**config.mk**
```make
export PLATFORM = sky130hd
export DESIGN_NAME = intel_hex_record_encoder
export DESIGN_NICKNAME = d
export VERILOG_FILES = /design/src/hw/rtl/ihex_pkg.sv /design/src/hw/rtl/ihex_buf.sv /design/src/hw/rtl/intel_hex_record_encoder.sv
export SDC_FILE = /design/constraint.sdc
export NUM_CORES = 1
export LEC_CHECK = 0
export BUFFER_PORTS_ARGS = -buffer_cell sky130_fd_sc_hd__buf_2
export CAP_MARGIN = 15
export CORE_AREA = 5 5 183 185
export CTS_BUF_LIST = sky130_fd_sc_hd__clkbuf_4 sky130_fd_sc_hd__clkbuf_8 sky130_fd_sc_hd__clkbuf_16
export DETAILED_ROUTE_END_ITERATION = 8
export DIE_AREA = 0 0 188 190
export GPL_ROUTABILITY_DRIVEN = 0
export HOLD_SLACK_MARGIN = 0.1
export PLACE_DENSITY = 0.48
export SLEW_MARGIN = 15
export SYNTH_ARGS = -nofsm -noshare
export SYNTH_HDL_FRONTEND = slang
export SYNTH_SLANG_ARGS = --single-unit
```
**constraint.sdc**
```tcl
create_clock -name aclk -period 7.7 [get_ports aclk]
set_input_delay 0.385 -clock aclk [delete_from_list [all_inputs] [get_ports aclk]]
set_output_delay 0.385 -clock aclk [all_outputs]
set_load 0.05 [all_outputs]
```
**src/hw/rtl/ihex_pkg.sv**
```systemverilog
`timescale 1ns / 1ps
// ----------------------------------------------------------------------------
// ihex_pkg
// Shared constants and character helpers for the Intel HEX record encoder.
// ----------------------------------------------------------------------------
package ihex_pkg;

    localparam int RECORD_BYTES_DEF = 16;
    localparam int ADDR_W           = 16;
    localparam int CHAR_W           = 7;
    localparam int EOF_LEN          = 12;

    localparam logic [CHAR_W-1:0] CH_COLON   = 7'h3A;
    localparam logic [CHAR_W-1:0] CH_NEWLINE = 7'h0A;
    localparam logic [7:0]        REC_TYPE_DATA = 8'h00;

    function automatic logic [CHAR_W-1:0] hex_char(input logic [3:0] nib);
        logic [CHAR_W-1:0] c;
        if (nib < 4'd10) begin
            c = 7'h30 + {3'b000, nib};
        end else begin
            c = 7'h37 + {3'b000, nib};
        end
        return c;
    endfunction

    // ":00000001FF" followed by newline
    function automatic logic [CHAR_W-1:0] eof_char(input logic [3:0] idx);
        logic [CHAR_W-1:0] c;
        case (idx)
            4'd0:    c = CH_COLON;
            4'd7:    c = 7'h30;
            4'd8:    c = 7'h31;
            4'd9:    c = 7'h46;
            4'd10:   c = 7'h46;
            4'd11:   c = CH_NEWLINE;
            default: c = 7'h30;
        endcase
        return c;
    endfunction

endpackage

```
**src/hw/rtl/ihex_buf.sv**
```systemverilog
`timescale 1ns / 1ps
// ----------------------------------------------------------------------------
// ihex_buf
// Record byte buffer: one write port, one registered read port.
// ----------------------------------------------------------------------------
module ihex_buf import ihex_pkg::*; #(
    parameter int DEPTH = RECORD_BYTES_DEF,
    parameter int AW    = (DEPTH > 1) ? $clog2(DEPTH) : 1
) (
    input  logic          aclk,
    input  logic          wr_en,
    input  logic [AW-1:0] wr_addr,
    input  logic [7:0]    wr_data,
    input  logic [AW-1:0] rd_addr,
    output logic [7:0]    rd_data
);

    logic [7:0] mem [DEPTH];
    logic [7:0] rd_data_reg;

    always_ff @(posedge aclk) begin
        if (wr_en) begin
            mem[wr_addr] <= wr_data;
        end
        rd_data_reg <= mem[rd_addr];
    end

    assign rd_data = rd_data_reg;

endmodule

```
**src/hw/rtl/intel_hex_record_encoder.sv**
```systemverilog
`timescale 1ns / 1ps
// ----------------------------------------------------------------------------
// intel_hex_record_encoder
// Packs image bytes into Intel HEX data records and streams them as ASCII.
//
// Input channel (s_*): one image byte per transaction, s_tlast marks the
// final byte of an image. Output channel (m_*): one ASCII character per
// transaction; m_tlast is set on the final character caused by an input byte.
// A byte that neither fills the record nor carries tlast is buffered and
// produces no output; s_tready stays high for the next cycle.
// A flushed record of n bytes emits 12 + 2n characters, one per cycle while
// the receiver accepts them, from a single character sequencer sharing one
// 8-bit checksum adder; an image end adds 12 more for the EOF record.
// s_tready is low from the flushing byte until the last character has been
// loaded into the output register, so the input is held off while a record
// is streamed and new bytes are taken only between records.
// A stalled receiver freezes the sequencer; the output register holds.
// Reset clears fill count, address and sequencer; buffer contents are not
// cleared and no clearing pass is needed.
// ----------------------------------------------------------------------------
module intel_hex_record_encoder import ihex_pkg::*; #(
    parameter int RECORD_BYTES = RECORD_BYTES_DEF
) (
    input  logic       aclk,
    input  logic       aresetn,
    input  logic       s_tvalid,
    output logic       s_tready,
    input  logic [7:0] s_tdata,   // [7:0] data_byte
    input  logic       s_tlast,   // is_last
    output logic       m_tvalid,
    input  logic       m_tready,
    output logic [7:0] m_tdata,   // [6:0] ascii_char, [7] zero
    output logic       m_tlast    // last_of_run
);

    localparam int IDX_W = (RECORD_BYTES > 1) ? $clog2(RECORD_BYTES) : 1;
    localparam int CNT_W = $clog2(RECORD_BYTES + 1);

    typedef enum logic [6:0] {
        ST_IDLE   = 7'b0000001,
        ST_COLON  = 7'b0000010,
        ST_HEADER = 7'b0000100,
        ST_DATA   = 7'b0001000,
        ST_CKSUM  = 7'b0010000,
        ST_NL     = 7'b0100000,
        ST_EOF    = 7'b1000000
    } state_t;

    state_t              state_reg, state_next;
    logic [CNT_W-1:0]    fill_reg, fill_next;
    logic [ADDR_W-1:0]   addr_reg, addr_next;
    logic                lastf_reg, lastf_next;
    logic [IDX_W-1:0]    idx_reg, idx_next;
    logic [1:0]          hdr_reg, hdr_next;
    logic                nib_reg, nib_next;
    logic [3:0]          eof_reg, eof_next;
    logic [7:0]          sum_reg, sum_next;
    logic                ovalid_reg, ovalid_next;
    logic [CHAR_W-1:0]   ochar_reg, ochar_next;
    logic                olast_reg, olast_next;

    logic                out_free;
    logic                wr_en;
    logic [7:0]          rd_data;
    logic [7:0]          hdr_byte;
    logic [7:0]          cur_byte;
    logic [3:0]          cur_nib;
    logic [CNT_W-1:0]    fill_inc;
    logic [CNT_W-1:0]    fill_m1;

    ihex_buf #(
        .DEPTH (RECORD_BYTES),
        .AW    (IDX_W)
    ) u_buf (
        .aclk    (aclk),
        .wr_en   (wr_en),
        .wr_addr (fill_reg[IDX_W-1:0]),
        .wr_data (s_tdata),
        .rd_addr (idx_next),
        .rd_data (rd_data)
    );

    assign out_free = !ovalid_reg || m_tready;
    assign s_tready = (state_reg == ST_IDLE);
    assign wr_en    = s_tvalid && s_tready;
    assign fill_inc = fill_reg + CNT_W'(1);
    assign fill_m1  = fill_reg - CNT_W'(1);

    always_comb begin
        case (hdr_reg)
            2'd0:    hdr_byte = 8'(fill_reg);
            2'd1:    hdr_byte = addr_reg[15:8];
            2'd2:    hdr_byte = addr_reg[7:0];
            default: hdr_byte = REC_TYPE_DATA;
        endcase
    end

    always_comb begin
        case (state_reg)
            ST_DATA:  cur_byte = rd_data;
            ST_CKSUM: cur_byte = 8'h00 - sum_reg;
            default:  cur_byte = hdr_byte;
        endcase
    end

    assign cur_nib = nib_reg ? cur_byte[3:0] : cur_byte[7:4];

    always_comb begin
        state_next  = state_reg;
        fill_next   = fill_reg;
        addr_next   = addr_reg;
        lastf_next  = lastf_reg;
        idx_next    = idx_reg;
        hdr_next    = hdr_reg;
        nib_next    = nib_reg;
        eof_next    = eof_reg;
        sum_next    = sum_reg;
        ovalid_next = ovalid_reg && !m_tready;
        ochar_next  = ochar_reg;
        olast_next  = olast_reg;

        case (state_reg)
            ST_IDLE: begin
                if (s_tvalid) begin
                    fill_next  = fill_inc;
                    lastf_next = s_tlast;
                    if (s_tlast || fill_inc == CNT_W'(RECORD_BYTES)) begin
                        state_next = ST_COLON;
                    end
                end
            end
            ST_COLON: begin
                if (out_free) begin
                    ovalid_next = 1'b1;
                    ochar_next  = CH_COLON;
                    olast_next  = 1'b0;
                    sum_next    = 8'h00;
                    hdr_next    = 2'd0;
                    nib_next    = 1'b0;
                    idx_next    = '0;
                    state_next  = ST_HEADER;
                end
            end
            ST_HEADER, ST_DATA, ST_CKSUM: begin
                if (out_free) begin
                    ovalid_next = 1'b1;
                    ochar_next  = hex_char(cur_nib);
                    olast_next  = 1'b0;
                    nib_next    = !nib_reg;
                    if (nib_reg) begin
                        sum_next = sum_reg + cur_byte;
                        if (state_reg == ST_HEADER) begin
                            hdr_next = hdr_reg + 2'd1;
                            if (hdr_reg == 2'd3) begin
                                state_next = ST_DATA;
                            end
                        end else if (state_reg == ST_DATA) begin
                            if (CNT_W'(idx_reg) == fill_m1) begin
                                state_next = ST_CKSUM;
                            end else begin
                                idx_next = idx_reg + IDX_W'(1);
                            end
                        end else begin
                            state_next = ST_NL;
                        end
                    end
                end
            end
            ST_NL: begin
                if (out_free) begin
                    ovalid_next = 1'b1;
                    ochar_next  = CH_NEWLINE;
                    olast_next  = !lastf_reg;
                    addr_next   = addr_reg + ADDR_W'(fill_reg);
                    fill_next   = '0;
                    eof_next    = 4'd0;
                    state_next  = lastf_reg ? ST_EOF : ST_IDLE;
                end
            end
            ST_EOF: begin
                if (out_free) begin
                    ovalid_next = 1'b1;
                    ochar_next  = eof_char(eof_reg);
                    olast_next  = (eof_reg == 4'(EOF_LEN - 1));
                    eof_next    = eof_reg + 4'd1;
                    if (eof_reg == 4'(EOF_LEN - 1)) begin
                        addr_next  = '0;
                        fill_next  = '0;
                        state_next = ST_IDLE;
                    end
                end
            end
            default: begin
                state_next = ST_IDLE;
            end
        endcase
    end

    always_ff @(posedge aclk) begin
        if (!aresetn) begin
            state_reg  <= ST_IDLE;
            fill_reg   <= '0;
            addr_reg   <= '0;
            ovalid_reg <= 1'b0;
        end else begin
            state_reg  <= state_next;
            fill_reg   <= fill_next;
            addr_reg   <= addr_next;
            ovalid_reg <= ovalid_next;
        end
        lastf_reg <= lastf_next;
        idx_reg   <= idx_next;
        hdr_reg   <= hdr_next;
        nib_reg   <= nib_next;
        eof_reg   <= eof_next;
        sum_reg   <= sum_next;
        ochar_reg <= ochar_next;
        olast_reg <= olast_next;
    end

    assign m_tvalid = ovalid_reg;
    assign m_tdata  = {1'b0, ochar_reg};
    assign m_tlast  = olast_reg;

    a_fill_bound: assert property (@(posedge aclk) disable iff (!aresetn)
        fill_reg <= CNT_W'(RECORD_BYTES))
        else $error("fill count above record size");

    a_idx_bound: assert property (@(posedge aclk) disable iff (!aresetn)
        state_reg == ST_DATA |-> CNT_W'(idx_reg) < fill_reg)
        else $error("data index beyond filled bytes");

    a_last_newline: assert property (@(posedge aclk) disable iff (!aresetn)
        m_tvalid && m_tlast |-> m_tdata[6:0] == CH_NEWLINE)
        else $error("run ends on a character other than newline");

    a_last_flush: assert property (@(posedge aclk) disable iff (!aresetn)
        s_tvalid && s_tready && s_tlast |=> !s_tready && state_reg == ST_COLON)
        else $error("last byte did not start a flush");

endmodule
```
Word level (Yosys, flattened, before mapping). Memories as Yosys holds them, arrays and structs flattened. A register that Yosys moved wholly into a read port is not among the register bits. Index checks and enable logic that the tools add are counted.

$add $sub $neg: 10. Magnitude comparators: 1. Eq/ne operators: 28. Multiplexer cells: 62. Reductions and logical operators: 29.

Operators with widths (count): 7-bit 2-to-1 mux (18); 7-bit one-hot mux with 4 select lines (2); 16-bit 2-to-1 mux (3); 4-bit 2-to-1 mux (9); 7-bit one-hot mux with 5 select lines (1); 16-bit one-hot mux with 2 select lines (1); 8-bit one-hot mux with 2 select lines (2); 8-bit 2-to-1 mux (3); 8-bit one-hot mux with 3 select lines (1); 5-bit 2-to-1 mux (4); 16-bit by 5-bit adder with 16-bit output (1); 4-bit equality test (second input constant) (4); 2-bit inequality test (second input constant) (8); 4-bit one-hot mux with 2 select lines (2); 5-bit one-hot mux with 3 select lines (1); 5-bit AND reduction (3); 6-bit by 4-bit adder with 7-bit output (first input constant) (2); 4-bit AND reduction (3); 10-bit AND reduction (1); 4-bit by 1-bit adder with 4-bit output (second input constant) (2); 8-bit adder (1); 1-bit 2-to-1 mux (8); 2-bit 2-to-1 mux (4); 1-bit by 8-bit subtractor with 8-bit output (first input constant) (1); 35 further kinds (45).

Bits in registers: 57. Bits in writable memories: 128. Bits of input ports: 13. Output and inout port bits: 11. Word-level logic and storage cells: 143. Memories: 1.

Memories: u_buf.mem (words 16, width 8, rd ports 1, clocked after memory_dff 1, wr ports 1, line ihex_buf.sv:18) `logic [7:0] mem [DEPTH];`.

Longest topological paths before layout.
Depth after elaboration: 8. Depth in mapped cells: 16. Gate-level depth less buffers: 15.

Modules after synthesis. Synthesis repeated with hierarchy kept, for this count alone.

Cells, all modules: 701. Area, all modules: 9197.6 sq um.

By module, submodules not included: ihex_buf (times used 1, cells an instance 229, area each 5147.4 sq um, seq. area each 4003.8 sq um); intel_hex_record_encoder (times used 1, cells an instance 472, area each 4050.1 sq um, seq. area each 1381.3 sq um).

Least setup slack after synthesis. Ideal clock, no wire load.

Path type: register to register. Start: register state_reg[6]. End: register sum_reg[7] (data pin). Setup time: 0.266 ns. Arrival time: 3.251 ns. Data required time: 7.434 ns. Path slack: 4.183 ns. Stages on the path, launching flop included: 16. Buffers on the path: 1. Period minus slack after synthesis: 3.517 ns. Cells stage by stage: dfxtp_1 > or4_1 > buf_2 > nor4b_2 > nor3_1 > a222oi_1 > inv_1 > ha_1 > a21o_1 > a21oi_1 > o21bai_1 > a21oi_1 > o21bai_1 > a21oi_1 > xnor2_1 > nor2_1.

Cells in the longest elaborated chain, start to end: 6. Elaborated cells on any way between the ends: 10. Those cells by class: 1 x add/sub; 4 x eq/ne; 4 x mux; 1 x reduce/logical.

RTL lines: start: declaration (line intel_hex_record_encoder.sv:49) `state_t state_reg, state_next;`; start signal: assignment (line intel_hex_record_encoder.sv:206) `state_reg <= state_next;`; 7-bit by 5-bit equality test with 1-bit output or 7-bit by 4-bit equality test with 1-bit output (tied branches) (line intel_hex_record_encoder.sv:99, intel_hex_record_encoder.sv:122); 8-bit one-hot mux with 2 select lines (line intel_hex_record_encoder.sv:99) `case (state_reg)`; 8-bit adder (line intel_hex_record_encoder.sv:151) `sum_next = sum_reg + cur_byte;`; 8-bit 2-to-1 mux (line intel_hex_record_encoder.sv:150) `if (nib_reg) begin`; 8-bit 2-to-1 mux (line intel_hex_record_encoder.sv:145) `if (out_free) begin`; 8-bit one-hot mux with 2 select lines (*) (line intel_hex_record_encoder.sv:122) `case (state_reg)`; end signal: assignment (line intel_hex_record_encoder.sv:216) `sum_reg <= sum_next;`; end: declaration (line intel_hex_record_encoder.sv:57) `logic [7:0] sum_reg, sum_next;`.

Mark *: on every way between the ends. The rest lies on a longest branch, timed or not. The select of a mux whose other input is x is not followed. A chain may end at the register's enable or synchronous reset.

Worst setup path after layout.
Start: register state_reg[6]. End: register u_buf.rd_data_reg[6] (netlist: u_buf.rd_data[6]) (read register of u_buf.mem).

Cells in the longest elaborated chain, start to end: 6. Elaborated cells on any way between the ends: 10. Those cells by class: 4 x eq/ne; 5 x mux; 1 x reduce/logical.

RTL lines: 7-bit by 4-bit equality test with 1-bit output (line intel_hex_record_encoder.sv:122, intel_hex_record_encoder.sv:157); 4-bit 2-to-1 mux (line intel_hex_record_encoder.sv:157) `end else if (state_reg == ST_DATA) begin`; 4-bit 2-to-1 mux (line intel_hex_record_encoder.sv:152) `if (state_reg == ST_HEADER) begin`; 4-bit 2-to-1 mux (line intel_hex_record_encoder.sv:150); 4-bit 2-to-1 mux (line intel_hex_record_encoder.sv:145); 4-bit one-hot mux with 2 select lines (*) (line intel_hex_record_encoder.sv:122); end: declaration (line ihex_buf.sv:19) `logic [7:0] rd_data_reg;`.

Mark *: on every way between the ends. The rest lies on a longest branch, timed or not.

==> metrics <==
status=complete, no violations; Yosys reg bits=193; crit path DAT=4.67 ns; # setup viols final=0; PostCTS Resize Cnt=0; worst min path class=input pin to flop; CTS H-tree depth=4; RSZ-0062 raised after global routing=no; hold_buf cts=0; die width=188 um; vias in the first global route=6082; PwrDens=249 nW/um^2; Clock Skews=0.0123 ns; total power=2.62 mW; setup bufs post-CTS=0; static leakage=3.60 nW; drt pass-1 iters=6; via count=6188; core area=31900 sq um; # rows=66; Netlist cell types=66; CP startpoint kind=flop; gr usage total=13.0%; I/O pin cnt=24; Max FO, Critical Path=50; crit end category=flop; residual DRC count=0; DP HPWL=15700 um; Post-synth EDFFs=152; Layout fillers=3191; first-pass GRT wire length=36000 um; FMAX=0.229 GHz; synthesis-to-finish area growth=12.4%; DRT Wirelength=23100 um; CP Class=flop to flop; initial core utilization=29.4%; worst slew pin tran=1.01 ns; Die ar.=35700 sq um; Cell Area, Synth=9360 sq um; Clk Latency, worst-skew pair=0.44 ns; Largest register FFs=128; DRT iter0 DRCs=457; ys flop type=edfxtp_1; Worst EP required=8.01 ns; Post-Route Setup TNS=0 ns; CTS tree=done; Cells after Synth=792; crit share post-route=56.7%; Seq/Total Area, Yosys=57.5%; die height=190 um; Ys Warns=0; Final Hold Fails=0; Congestion Overflow GR=0; Num CTS Buffers=17; clk sink count=193; syn nets=834; layout cell share with drive strength beyond 1=11.7%; post-route minimum period=4.37 ns; clock slew at reported path FFs=0.07 ns; asr flop ratio synth=0%; layout net count=844; antenna cell count=0; largest net degree at the start of global routing=51; Max Cap Viol=0; pre-CTS WS=3.36 ns; Avg Cell Area, Syn=11.8 sq um; Routed wire per std cell=18.9 um; post-route ant nets=0; Slew Viols, Final=0; fin worst setup slack=3.33 ns; slew margin rel.=32.6%; Buffers on Ports=22; CTS Root Cell=clkbuf_16; vias per inst=5.06; Max VDD drop=0.000191 V; CTS max path bufs=2; initial antenna violation count=0
-- cell type report --
cell class / instances / area [sq um] / area share (%)
flip-flops and latches: 193 / 5390 / 51.2
repair buffers: 33 / 193 / 1.83
clock inverters: 10 / 174 / 1.65
inverters: 35 / 131 / 1.25
clock buffers: 22 / 475 / 4.52
well taps: 408 / 510 / 4.85
multi-input cells: 522 / 3650 / 34.7
-- cell usage in the layout (no fill, tap or decap), types with 15 or more instances in the layout --
cell type	synthesis	routed
a21oi_1	40	40
inv_1	32	32
clkbuf_16	0	17
mux2_2	16	16
edfxtp_1	152	152
xnor2_1	21	21
o21ai_0	15	15
nand2_1	58	58
buf_2	11	22
nor3_1	16	16
o22ai_1	16	16
dfxtp_1	41	41
mux2i_1	54	54
ha_1	27	27
nor2_1	70	70
o2111ai_1	15	15
nand3_1	32	32
-- worst max-delay path: stages, from the launching register on --
cell	delay (ns)
dfxtp_1	0.33
or4_1	0.66
nor4b_4	0.70
and3_1	0.31
nand2_2	0.36
mux2i_4	0.26
buf_4	0.64
mux2i_1	0.18
o211ai_1	0.21
o22ai_1	0.16
a311oi_1	0.38
-- through the flow --
stage / hold slack, ns / instance area [sq um] / instances / utilization [%]
after floorplan: 0.457 / 9360 / 792 / -
after global placement: 0.514 / 9870 / 1191 / 31.0
after detailed placement: 0.529 / 9870 / 1191 / 31.0
after CTS: 0.145 / 10500 / 1223 / 33.0
after global routing: 0.151 / 10500 / 1223 / 33.0
final: 0.168 / 10500 / 1223 / 33.0
-- cells by family (layout without fill, tap and decap cells) --
| kind of cell | Yosys count | count (layout) | synth area share (%) |
|---|---|---|---|
| buf+inv | 77 | 100 | 3.47 |
| compound gates | 164 | 164 | 12.3 |
| mux | 72 | 72 | 8.06 |
| fa+ha+maj | 29 | 29 | 4.04 |
| flops | 193 | 193 | 57.5 |
| simple gates | 221 | 221 | 11.3 |
| other cells | 1 | 1 | 0.0400 |
| xor+xnor | 35 | 35 | 3.27 |
-- power by group --
part           total (mW)  internal (mW)  switching (mW)
logic               0.408          0.130           0.277
registers            1.23           1.19          0.0461
clock network       0.981          0.579           0.402
total                2.62           1.89           0.726
-- metal layers --
layer	vias to the layer above	wire length [um]	GRT usage, %	share of wire, %
met3	23	841	2.55	3.6
met5	-	0	0	0
li1	2991	-	-	-
met1	3069	11300	17.9	49
met4	0	396	3.61	1.7
met2	105	10500	20.8	46
-- cell usage after synthesis, drive strengths merged (14+ instances only) --
cell     number  area share, %
a21oi        40            2.1
buf          19            1.1
clkbuf       23           0.92
dfxtp        41            8.8
edfxtp      152             49
ha           27            3.6
inv          33            1.3
mux2         17            2.0
mux2i        55            6.0
nand2        59            2.4
nand3        33            1.8
nor2         71            2.9
nor3         16           0.86
o2111ai      15            1.4
o21ai        25            1.5
o22ai        16            1.1
xnor2        21            2.0
xor2         14            1.3
-- final timing paths --
| kind | from | endpoint | slack [ns] | cells past startpoint |
|---|---|---|---|---|
| min | s_tlast | lastf_reg$_DFFE_PP_ | 0.17 | 1 |
| max reg2reg | state_reg[6]$_SDFFE_PN0P_ | u_buf.rd_data[6]$_DFF_P_ | 3.33 | 10 |
| min reg2reg | addr_reg[8]$_SDFFE_PN0P_ | addr_reg[8]$_SDFFE_PN0P_ | 0.54 | 2 |
| max | state_reg[6]$_SDFFE_PN0P_ | u_buf.rd_data[6]$_DFF_P_ | 3.33 | 10 |
(Power assumes the default switching activity.)
